**src/rtl/rusas_pkg.sv**
```systemverilog
package rusas_pkg;

    localparam int IDX_BITS    = 6;
    localparam int VALUE_BITS  = 16;
    localparam int SUM_BITS    = 28;
    localparam int CMD_BITS    = 2;
    localparam int DEPTH_DEF   = 64;
    localparam int WIDTH_DEF   = 16;
    localparam int QUEUE_DEPTH = 2;

    typedef enum logic [CMD_BITS-1:0] {
        CMD_ASSIGN = 2'd0,
        CMD_OR     = 2'd1,
        CMD_QUERY  = 2'd2
    } t_cmd;

    // control part of one queued command
    typedef struct packed {
        t_cmd op;
        logic empty;
    } t_ctl;

    typedef enum logic [2:0] {
        S_IDLE,
        S_WALK,
        S_DRAIN,
        S_COMBINE,
        S_PUSH
    } t_state;

endpackage

```
**src/rtl/range_update_and_subarray_and_sum.sv**
```systemverilog
// Back end: assign/OR walk the clamped range one entry per cycle through the single
// memory read port; a query does the same, then folds one bit-count per cycle into
// the sum. An empty query goes straight to the output.
// The front accepts a beat every cycle while the command queue has room.
// Reset (synchronous, active low) clears control state and the per-entry valid
// bits, so every entry reads as zero at once; no clearing pass is needed.
module range_update_and_subarray_and_sum #(
    parameter int DEPTH = rusas_pkg::DEPTH_DEF,
    parameter int WIDTH = rusas_pkg::WIDTH_DEF
) (
    input  logic                             i_clk,
    input  logic                             i_rst_n,
    input  logic                             i_valid,
    output logic                             o_ready,
    input  logic [rusas_pkg::CMD_BITS-1:0]   i_cmd,
    input  logic [rusas_pkg::IDX_BITS-1:0]   i_lo,
    input  logic [rusas_pkg::IDX_BITS-1:0]   i_hi,
    input  logic [rusas_pkg::VALUE_BITS-1:0] i_value,
    output logic                             o_valid,
    input  logic                             i_ready,
    output logic [rusas_pkg::SUM_BITS-1:0]   o_and_sum
);
    import rusas_pkg::*;

    localparam int AW     = (DEPTH > 1) ? $clog2(DEPTH) : 1;
    localparam int DATA_W = $bits(t_ctl) + 2 * AW + WIDTH;

    logic              f_push;
    t_ctl              f_ctl;
    logic [AW-1:0]     f_first;
    logic [AW-1:0]     f_last;
    logic [WIDTH-1:0]  f_value;
    logic              q_in_ready;
    logic              q_valid;
    logic              q_pop;
    logic [DATA_W-1:0] q_data;
    t_ctl              q_ctl;
    logic [AW-1:0]     q_first;
    logic [AW-1:0]     q_last;
    logic [WIDTH-1:0]  q_value;

    rusas_front #(
        .DEPTH (DEPTH),
        .WIDTH (WIDTH),
        .AW    (AW)
    ) u_front (
        .i_valid   (i_valid),
        .o_ready   (o_ready),
        .i_cmd     (i_cmd),
        .i_lo      (i_lo),
        .i_hi      (i_hi),
        .i_value   (i_value),
        .i_q_ready (q_in_ready),
        .o_push    (f_push),
        .o_ctl     (f_ctl),
        .o_first   (f_first),
        .o_last    (f_last),
        .o_value   (f_value)
    );

    rusas_fifo #(
        .DATA_W (DATA_W),
        .QDEPTH (QUEUE_DEPTH)
    ) u_fifo (
        .i_clk       (i_clk),
        .i_rst_n     (i_rst_n),
        .i_push      (f_push),
        .o_in_ready  (q_in_ready),
        .i_data      ({f_ctl, f_first, f_last, f_value}),
        .o_out_valid (q_valid),
        .i_pop       (q_pop),
        .o_data      (q_data)
    );

    assign {q_ctl, q_first, q_last, q_value} = q_data;

    rusas_back #(
        .DEPTH (DEPTH),
        .WIDTH (WIDTH),
        .AW    (AW)
    ) u_back (
        .i_clk     (i_clk),
        .i_rst_n   (i_rst_n),
        .i_q_valid (q_valid),
        .o_q_ready (q_pop),
        .i_q_ctl   (q_ctl),
        .i_q_first (q_first),
        .i_q_last  (q_last),
        .i_q_value (q_value),
        .o_valid   (o_valid),
        .i_ready   (i_ready),
        .o_and_sum (o_and_sum)
    );

endmodule

```
**src/rtl/rusas_front.sv**
```systemverilog
module rusas_front #(
    parameter int DEPTH = rusas_pkg::DEPTH_DEF,
    parameter int WIDTH = rusas_pkg::WIDTH_DEF,
    parameter int AW    = (DEPTH > 1) ? $clog2(DEPTH) : 1
) (
    input  logic                            i_valid,
    output logic                            o_ready,
    input  logic [rusas_pkg::CMD_BITS-1:0]  i_cmd,
    input  logic [rusas_pkg::IDX_BITS-1:0]  i_lo,
    input  logic [rusas_pkg::IDX_BITS-1:0]  i_hi,
    input  logic [rusas_pkg::VALUE_BITS-1:0] i_value,
    input  logic                            i_q_ready,
    output logic                            o_push,
    output rusas_pkg::t_ctl                 o_ctl,
    output logic [AW-1:0]                   o_first,
    output logic [AW-1:0]                   o_last,
    output logic [WIDTH-1:0]                o_value
);
    import rusas_pkg::*;

    localparam int IW = ((AW > IDX_BITS) ? AW : IDX_BITS) + 1;

    logic [IW-1:0] lo_e;
    logic [IW-1:0] hi_e;
    logic [IW-1:0] hi_c;
    logic          empty;
    logic          keep;

    always_comb begin
        lo_e  = IW'(i_lo);
        hi_e  = IW'(i_hi);
        // clamp hi to the last entry; lo past the array leaves nothing
        hi_c  = (hi_e >= IW'(DEPTH)) ? IW'(DEPTH - 1) : hi_e;
        empty = (lo_e >= IW'(DEPTH)) || (hi_c < lo_e);
        if (i_cmd inside {CMD_ASSIGN, CMD_OR}) begin
            keep = !empty;
        end else if (i_cmd == CMD_QUERY) begin
            keep = 1'b1;
        end else begin
            keep = 1'b0;
        end
    end

    assign o_ready   = i_q_ready;
    assign o_push    = i_valid && i_q_ready && keep;
    assign o_ctl.op  = t_cmd'(i_cmd);
    assign o_ctl.empty = empty;
    assign o_first   = AW'(lo_e);
    assign o_last    = AW'(hi_c);
    assign o_value   = WIDTH'(i_value);

endmodule

```
**src/rtl/rusas_fifo.sv**
```systemverilog
module rusas_fifo #(
    parameter int DATA_W = 8,
    parameter int QDEPTH = rusas_pkg::QUEUE_DEPTH
) (
    input  logic              i_clk,
    input  logic              i_rst_n,
    input  logic              i_push,
    output logic              o_in_ready,
    input  logic [DATA_W-1:0] i_data,
    output logic              o_out_valid,
    input  logic              i_pop,
    output logic [DATA_W-1:0] o_data
);
    localparam int PW = (QDEPTH > 1) ? $clog2(QDEPTH) : 1;
    localparam int CW = $clog2(QDEPTH + 1);

    logic [DATA_W-1:0] r_slot [QDEPTH];
    logic [PW-1:0]     r_wr_ptr;
    logic [PW-1:0]     r_rd_ptr;
    logic [CW-1:0]     r_count;
    logic              do_push;
    logic              do_pop;

    assign o_in_ready  = (r_count != CW'(QDEPTH));
    assign o_out_valid = (r_count != '0);
    assign o_data      = r_slot[r_rd_ptr];
    assign do_push     = i_push && o_in_ready;
    assign do_pop      = i_pop && o_out_valid;

    always_ff @(posedge i_clk) begin
        if (!i_rst_n) begin
            r_wr_ptr <= '0;
            r_rd_ptr <= '0;
            r_count  <= '0;
        end else begin
            if (do_push) begin
                r_wr_ptr <= (r_wr_ptr == PW'(QDEPTH - 1)) ? '0 : r_wr_ptr + PW'(1);
            end
            if (do_pop) begin
                r_rd_ptr <= (r_rd_ptr == PW'(QDEPTH - 1)) ? '0 : r_rd_ptr + PW'(1);
            end
            if (do_push && !do_pop) begin
                r_count <= r_count + CW'(1);
            end else if (do_pop && !do_push) begin
                r_count <= r_count - CW'(1);
            end
        end
    end

    always_ff @(posedge i_clk) begin
        if (do_push) begin
            r_slot[r_wr_ptr] <= i_data;
        end
    end

endmodule

```
**src/rtl/rusas_back.sv**
```systemverilog
module rusas_back #(
    parameter int DEPTH = rusas_pkg::DEPTH_DEF,
    parameter int WIDTH = rusas_pkg::WIDTH_DEF,
    parameter int AW    = (DEPTH > 1) ? $clog2(DEPTH) : 1
) (
    input  logic                          i_clk,
    input  logic                          i_rst_n,
    input  logic                          i_q_valid,
    output logic                          o_q_ready,
    input  rusas_pkg::t_ctl               i_q_ctl,
    input  logic [AW-1:0]                 i_q_first,
    input  logic [AW-1:0]                 i_q_last,
    input  logic [WIDTH-1:0]              i_q_value,
    output logic                          o_valid,
    input  logic                          i_ready,
    output logic [rusas_pkg::SUM_BITS-1:0] o_and_sum
);
    import rusas_pkg::*;

    localparam int RUN_W = $clog2(DEPTH + 1);
    localparam int CNT_W = $clog2(DEPTH * (DEPTH + 1) / 2 + 1);
    localparam int ACC_W = CNT_W + WIDTH;
    localparam int BW    = (WIDTH > 1) ? $clog2(WIDTH) : 1;
    localparam int CMP_W = (ACC_W > SUM_BITS) ? ACC_W : SUM_BITS;

    t_state             r_state;
    t_state             n_state;
    t_cmd               r_op;
    logic [AW-1:0]      r_addr;
    logic [AW-1:0]      r_last;
    logic [WIDTH-1:0]   r_value;
    logic               r_pipe_vld;
    logic [AW-1:0]      r_pipe_addr;
    logic [WIDTH-1:0]   r_rd_data;
    logic               r_rd_vld;
    logic [RUN_W-1:0]   r_run [WIDTH];
    logic [RUN_W-1:0]   n_run [WIDTH];
    logic [CNT_W-1:0]   r_cnt [WIDTH];
    logic [CNT_W-1:0]   n_cnt [WIDTH];
    logic [ACC_W-1:0]   r_acc;
    logic [BW-1:0]      r_bit;
    logic               r_out_valid;
    logic [SUM_BITS-1:0] r_out_data;
    logic [DEPTH-1:0]   r_ent_vld;
    logic [WIDTH-1:0]   r_mem [DEPTH];

    logic               load;
    logic               issue;
    logic               step;
    logic               push_out;
    logic [WIDTH-1:0]   word;
    logic               we;
    logic [WIDTH-1:0]   wdata;
    logic [CMP_W-1:0]   acc_ext;
    logic [SUM_BITS-1:0] sat_sum;

    // next state and control
    always_comb begin
        n_state   = r_state;
        o_q_ready = 1'b0;
        load      = 1'b0;
        issue     = 1'b0;
        step      = 1'b0;
        push_out  = 1'b0;
        case (r_state)
            S_IDLE: begin
                o_q_ready = 1'b1;
                if (i_q_valid) begin
                    load    = 1'b1;
                    n_state = i_q_ctl.empty ? S_PUSH : S_WALK;
                end
            end
            S_WALK: begin
                issue = 1'b1;
                if (r_addr == r_last) begin
                    n_state = S_DRAIN;
                end
            end
            S_DRAIN: begin
                n_state = (r_op == CMD_QUERY) ? S_COMBINE : S_IDLE;
            end
            S_COMBINE: begin
                step = 1'b1;
                if (r_bit == BW'(WIDTH - 1)) begin
                    n_state = S_PUSH;
                end
            end
            S_PUSH: begin
                if (!r_out_valid || i_ready) begin
                    push_out = 1'b1;
                    n_state  = S_IDLE;
                end
            end
            default: n_state = S_IDLE;
        endcase
    end

    always_ff @(posedge i_clk) begin
        if (!i_rst_n) begin
            r_state <= S_IDLE;
        end else begin
            r_state <= n_state;
        end
    end

    // entries never written since reset read as zero
    assign word  = r_rd_vld ? r_rd_data : '0;
    assign we    = r_pipe_vld && (r_op != CMD_QUERY);
    assign wdata = (r_op == CMD_OR) ? (word | r_value) : r_value;

    always_ff @(posedge i_clk) begin
        r_rd_data <= r_mem[r_addr];
        if (we) begin
            r_mem[r_pipe_addr] <= wdata;
        end
    end

    always_ff @(posedge i_clk) begin
        if (!i_rst_n) begin
            r_ent_vld   <= '0;
            r_pipe_vld  <= 1'b0;
            r_out_valid <= 1'b0;
        end else begin
            r_pipe_vld <= issue;
            if (we) begin
                r_ent_vld[r_pipe_addr] <= 1'b1;
            end
            if (push_out) begin
                r_out_valid <= 1'b1;
            end else if (i_ready) begin
                r_out_valid <= 1'b0;
            end
        end
    end

    // per-bit run lengths: a set bit extends its run and adds the run length
    always_comb begin
        for (int b = 0; b < WIDTH; b++) begin
            n_run[b] = word[b] ? r_run[b] + RUN_W'(1) : '0;
            n_cnt[b] = word[b] ? r_cnt[b] + CNT_W'(n_run[b]) : r_cnt[b];
        end
    end

    always_ff @(posedge i_clk) begin
        r_rd_vld    <= r_ent_vld[r_addr];
        r_pipe_addr <= r_addr;
        if (load) begin
            r_op    <= i_q_ctl.op;
            r_addr  <= i_q_first;
            r_last  <= i_q_last;
            r_value <= i_q_value;
            r_acc   <= '0;
            r_bit   <= '0;
            for (int b = 0; b < WIDTH; b++) begin
                r_run[b] <= '0;
                r_cnt[b] <= '0;
            end
        end else begin
            if (issue) begin
                r_addr <= r_addr + AW'(1);
            end
            if (r_pipe_vld && (r_op == CMD_QUERY)) begin
                for (int b = 0; b < WIDTH; b++) begin
                    r_run[b] <= n_run[b];
                    r_cnt[b] <= n_cnt[b];
                end
            end
            // fold the per-bit counts in from the top bit down
            if (step) begin
                r_acc <= (r_acc << 1) + ACC_W'(r_cnt[WIDTH-1]);
                r_bit <= r_bit + BW'(1);
                for (int b = WIDTH - 1; b > 0; b--) begin
                    r_cnt[b] <= r_cnt[b-1];
                end
                r_cnt[0] <= '0;
            end
        end
    end

    assign acc_ext = CMP_W'(r_acc);
    assign sat_sum = (acc_ext > CMP_W'({SUM_BITS{1'b1}})) ? '1 : SUM_BITS'(acc_ext);

    always_ff @(posedge i_clk) begin
        if (push_out) begin
            r_out_data <= sat_sum;
        end
    end

    assign o_valid   = r_out_valid;
    assign o_and_sum = r_out_data;

endmodule

```
**config.mk**
```make
export PLATFORM = sky130hd
export DESIGN_NAME = range_update_and_subarray_and_sum
export DESIGN_NICKNAME = d
export VERILOG_FILES = /design/src/rtl/rusas_pkg.sv /design/src/rtl/range_update_and_subarray_and_sum.sv /design/src/rtl/rusas_front.sv /design/src/rtl/rusas_fifo.sv /design/src/rtl/rusas_back.sv
export SDC_FILE = /design/constraint.sdc
export NUM_CORES = 2
export LEC_CHECK = 0
export BUFFER_PORTS_ARGS = -buffer_cell sky130_fd_sc_hd__buf_2
export CORE_UTILIZATION = 54
export CTS_CLUSTER_DIAMETER = 30
export DETAILED_ROUTE_END_ITERATION = 7
export HOLD_SLACK_MARGIN = 0.03
export PLACE_DENSITY = 0.79
export SETUP_SLACK_MARGIN = 0.3
export SKIP_LAST_GASP = 1
export SLEW_MARGIN = 20
export SYNTH_ARGS = -nofsm -noshare
export SYNTH_HDL_FRONTEND = slang
export SYNTH_HIERARCHICAL = 1
export SYNTH_SLANG_ARGS = --single-unit
```
**constraint.sdc**
```tcl
create_clock -name i_clk -period 6.1 [get_ports i_clk]
set_input_delay 1.22 -clock i_clk [delete_from_list [all_inputs] [get_ports i_clk]]
set_output_delay 1.22 -clock i_clk [all_outputs]
set_load 0.05 [all_outputs]
```
# After elaboration in Yosys (flattened, before gate mapping)
# Memories as Yosys holds them, arrays and structs flattened. A register that Yosys moved wholly into a read port is not among the register bits.
# Index checks and enable logic that the tools add are counted.
[op_classes]
add_sub_neg = 39
order_cmp = 5
eq_ne = 16
mux = 124
bitwise = 50
n_reduce_logical = 22
[ops]
columns = ["op", "n"]
rows = [
  ["2-to-1 mux 12 bit", 48],
  ["2-to-1 mux 7 bit", 32],
  ["adder 12 x 7 -> 12 bit", 16],
  ["adder 7 x 1 -> 7 bit (second input constant)", 16],
  ["OR 64 bit", 1],
  ["OR 1 bit", 48],
  ["2-to-1 mux 16 bit", 2],
  ["2-to-1 mux 1 bit", 29],
  ["adder 28 x 12 -> 28 bit", 1],
  ["greater-than comparator 28 bit (second input constant)", 1],
  ["OR 16 bit", 1],
  ["2-to-1 mux 3 bit", 5],
  ["case mux 3 bit (5 select lines)", 1],
  ["< comparator 6 x 7 -> 1 bit (second input constant)", 2],
  ["2-to-1 mux 6 bit", 2],
  ["nonzero test 2 bit", 5],
  ["logical AND 1 bit", 9],
  ["adder 6 x 1 -> 6 bit (second input constant)", 1],
  ["binary-select mux 1 bit (select 6 bit)", 1],
  ["demux 1 bit (select 6 bit)", 1],
  ["== test 3 x 2 -> 1 bit (second input constant)", 2],
  ["== test 6 bit", 1],
  ["greater-or-equal comparator 6 x 1 -> 1 bit (second input constant)", 1],
  ["< comparator 6 bit", 1],
  ["other kinds (17)", 29],
]
[totals]
register_bits = 170
ramBits = 1390
input_bits = 34
output_inout_bits = 30
word_cells = 276
n_memories = 4
[memory_table]
columns = ["memory", "depth", "word_bits", "read_ports", "rd_clocked_by_memory_dff", "wr", "line", "rtl"]
rows = [
  ["u_back.r_mem", 64, 16, 1, 1, 1, "rusas_back.sv:45", "logic [WIDTH-1:0] r_mem [DEPTH];"],
  ["u_back.r_cnt", 16, 12, 16, 0, 16, "rusas_back.sv:38", "logic [CNT_W-1:0] r_cnt [WIDTH];"],
  ["u_back.r_run", 16, 7, 16, 0, 16, "rusas_back.sv:36", "logic [RUN_W-1:0] r_run [WIDTH];"],
  ["u_fifo.r_slot", 2, 31, 1, 1, 1, "rusas_fifo.sv:17", "logic [DATA_W-1:0] r_slot [QDEPTH];"],
]

# Depth between registers and ports, before layout
[logic_depth]
word_depth = 9
ltp_mapped = 14
ltp_nobuf = 12

# Hierarchy
# Netlist, hierarchy kept.
[modules_own_cells]
columns = ["mod", "n_inst", "cells_per_inst", "area_each_um2", "seq_area_each_um2"]
rows = [
  ["rusas_back", 1, 4407, 65509.1, 43381.6],
  ["rusas_fifo", 1, 120, 2468.6, 1961.9],
  ["rusas_front", 1, 53, 407.9, 0.0],
]

# Least setup slack after synthesis
# No wires, ideal clock.
[synth_timing]
path_kind = "register to register"
start = "register u_back.r_state[2]"
end = "memory u_back/r_cnt[0][0] (netlist bit) (enable)"
setup_time_ns = 0.385
t_arrival_ns = 4.621
required_time_ns = 5.715
slack_ns = 1.094
path_stages_with_launch = 7
path_buffers = 1
synth_period_minus_slack_ns = 5.006
cell_sequence = "dfxtp_1 -> buf_6 -> nor3_4 -> nand2_4 -> nand2_1 -> nor2_1 -> a21oi_1"
[synth_rtl]
columns = ["item", "line", "rtl"]
rows = [
  ["start, declared", "rusas_back.sv:26", "t_state r_state;"],
  ["start signal, assigned", "rusas_back.sv:102", "r_state <= n_state;"],
  ["end, declared", "rusas_back.sv:38", ""],
]

==> impl_metrics.yaml <==
timing:
  finalHoldViolCount: 0
  period_share: 0.616
  tightest_slew_ns: 1.11
  rsz0062_at_grt: "no"
  max_freq_mhz: 266
  setup_ws_ns: 2.34
  slew_violations: 0
  finalClockSkew_ns: 0.0639
  fin_crit_ns: 3.76
  setup-tns-final_ns: 0
  slew_headroom: 0.263
  setup_viol: 0
setup_path:
  crit_end: "u_back/r_cnt[1][67]$_SDFFE_PP0P_"
  path_max_fanout: 64
  path_class: "register to register"
  reg2reg_to: "u_back/r_cnt[1][67]$_SDFFE_PP0P_"
  startpoint_type: "register"
  cp.arrival_ns: 4.50
  worstPathRequired_ns: 6.84
  r2r_slack_ns: 2.34
  reg2reg_depth: 9
  startpoint: "u_back/r_state[2]$_SDFFE_PN0P_"
  crit_path_end_kind: "register"
  r2r-start: "u_back/r_state[2]$_SDFFE_PN0P_"
global_routing:
  grt_pass1_wl_microns: 262000
  grt_pass1_vias: 43294
  grt_usage: 0.273
  antenna_found_initial: 6
  overflow: 0
  grt_max_degree: 121
pwr:
  power.internal_mw: 28.5
  power_density_nw_per_um2: 530
  switching_power_mw: 14.0
  ir_drop_uv: 409
  power.share.clock: 0.373
  seq_power_share: 0.360
  p_sw_frac: 0.329
  comb_power_share: 0.266
  leakage_nw: 27.7
finish:
  syn_to_final_growth_pct: 17.2
  layout_common_cells: "edfxtp_1, nor2_1, clkbuf_16"
  final_area_sq_um: 80100
  finalNetCount: 4973
  final_common_cell: "edfxtp_1"
  drive_gt1_frac: 0.194
floorplan:
  ioPinCount: 64
  fp.dieH_microns: 358
  initial_utilization: 0.545
  die-width_microns: 358
  fp-row-count: 130
  core_sq_um: 126000
  die_area_sq_um: 128000
cts:
  htreeDepth: 5
  hold_buffers: 0
  cts_tree: "yes"
  clkLatencyLatePin_ns: 0.87
  cts_buffer_depth: 4
  clockRootBuffer: "clkbuf_16"
  cts.clk_slew.worst_paths_ns: 0.06
  cts_buffers: 293
  postCtsSetupRepairBufs: 0
  clock_sinks: 1577
  post_cts_resized: 0
yosys:
  synth.distinct_cells: 91
  syn_avg_cell_area_sq_um: 14.9
  netlist_area_sq_um: 68400
  synth_top_area_share: 0.604
  synth-seq-cells: 1577
  ys.flop_type: "edfxtp_1"
  ys_async_sr_fraction: 0
  yosysTopAreaCell: "edfxtp_1"
  synth_area_leaders: "edfxtp_1, mux4_2, dfxtp_1"
  synth_nets: 4778
  yosysWarnings: 6
  ys_seq_area_frac: 0.663
  netlist_instances: 4580
  synth_edf_count: 1376
detailed_routing:
  ant_nets: 0
  drt_pass1_iterations: 8
  wl_per_cell_microns: 26.3
  drt_wl_total_microns: 175000
  drc_errors: 0
  via_count: 42701
  drt_iter0_drc: 5209
  viasPerCell: 6.42
placement:
  placed_area_sq_um: 70400
  hpwlAfterDp_microns: 97000
  io_buffers: 63
  dp_slack_ns: 2.45
  gp_congestion: 0.842
flow_run:
  cap_violations: 0
worst_hold_path:
  holdCritPathClass: "register to register"
outcome:
  status: "completed"
-- critical path, stage by stage (launching register included) --
cell,delay [ns]
dfxtp_1,0.41
nor3_4,0.32
nand2_4,0.36
inv_4,0.62
buf_4,0.53
or2_2,0.23
buf_4,0.58
nor3_1,0.13
xnor2_1,0.16
a211oi_1,0.23
-- area by class of cell --
type | instances | area [sq um]
Tap cell | 1650 | 2060
Clock inverter | 191 | 2040
Timing Repair Buffer | 185 | 1320
Inverter | 54 | 205
Clock buffer | 326 | 7600
Fill cell | 8250 | 45500
Sequential cell | 1577 | 45300
Multi-Input combinational cell | 2664 | 21500
Antenna cell | 6 | 15.0
-- worst min-delay path by stage --
stage	start	endpoint	slack [ns]	depth (start not counted)
after floorplan	u_back/r_addr[3]$_DFFE_PP_	u_back/r_pipe_addr[3]$_DFF_P_	0.34	0
after global placement	u_back/acc_ext[27]$_SDFFE_PP0P_	u_back/o_and_sum[27]$_SDFFCE_PN1P_	0.42	0
after detailed placement	u_back/acc_ext[27]$_SDFFE_PP0P_	u_back/o_and_sum[27]$_SDFFCE_PN1P_	0.42	0
after CTS	u_back/acc_ext[27]$_SDFFE_PP0P_	u_back/o_and_sum[27]$_SDFFCE_PN1P_	0.44	0
after global routing	u_back/acc_ext[27]$_SDFFE_PP0P_	u_back/o_and_sum[27]$_SDFFCE_PN1P_	0.45	0
final	u_back/acc_ext[27]$_SDFFE_PP0P_	u_back/o_and_sum[27]$_SDFFCE_PN1P_	0.44	0
-- Yosys cell counts (8+ instances only) --
master,count
edfxtp_1,1376
nor2_1,360
nand2_1,259
mux4_2,210
dfxtp_1,201
o21ai_0,178
a21oi_1,163
xnor2_1,154
ha_1,147
clkbuf_1,142
mux2i_1,142
nor3_1,142
nand3_1,121
xor2_1,106
a211oi_1,60
buf_2,55
inv_1,52
and3_1,51
a22oi_1,48
buf_4,46
o21a_1,43
o21bai_1,36
mux2_2,33
o211ai_1,32
o22ai_1,32
a22o_1,28
o221ai_1,27
a21o_1,23
buf_6,23
and2_1,21
nand2b_1,21
fa_1,17
nor2b_1,17
nand4_1,16
a222oi_1,13
a32oi_1,13
or3_1,13
buf_1,11
a31oi_1,10
and3b_1,9
a21boi_0,8
nand3b_1,8
o2111ai_1,8
-- per-layer routing --
layer  part of all wire  wire length (microns)  vias to the layer above  GRT usage
met5            0.00036                     63                        -          0
met2               0.49                  85100                     2702      0.448
met4              0.049                   8500                        8      0.136
met3               0.10                  17800                      572     0.0643
met1               0.36                  63800                    21272      0.340
li1                   -                      -                    18147          -
-- cell families after synthesis --
logic type | Yosys count | synth area share
simple gates | 1082 | 0.0740
fa+ha+maj | 164 | 0.0319
xor+xnor | 260 | 0.0333
buf+inv | 339 | 0.0259
mux | 392 | 0.0981
flops | 1577 | 0.663
compound gates | 766 | 0.0738
-- metrics by stage --
stage	utilization	std cells	total power, mW	hold slack (ns)
floorplan	-	4580	22.8	0.343
finish	0.638	6653	42.4	0.442
global placement	0.561	6130	25.9	0.421
CTS	0.638	6647	42.3	0.441
global route	0.638	6648	43.8	0.453
detailed placement	0.561	6130	26.2	0.418
-- flip-flops by register name, summed over array words and instances (netlist names), 2 cells and up, named ones only --
name and count:
u_back/r_cnt 192, u_back/r_run 112, u_back/r_state 3, u_fifo/r_count 2, u_back/o_and_sum 28, u_back/r_addr 6
u_back/r_ent_vld 64, u_back/r_mem 1024, u_back/acc_ext 28, u_back/r_op 2, u_back/r_last 6, u_fifo/r_slot 62
u_back/r_pipe_addr 6, u_back/r_rd_data 16, u_back/r_bit 4, u_back/r_value 16
-- power by group through the flow --
| stage | Combinational, mW | Sequential [mW] | Clock (mW) |
|---|---|---|---|
| after floorplan | 7.62 | 15.2 | 0 |
| after global placement | 10.5 | 15.4 | 0 |
| after detailed placement | 10.8 | 15.4 | 0 |
| after CTS | 11.1 | 15.3 | 16.0 |
| after global routing | 11.9 | 15.4 | 16.4 |
| final | 11.3 | 15.3 | 15.8 |
Note: power is estimated with default switching activity, not from simulation.
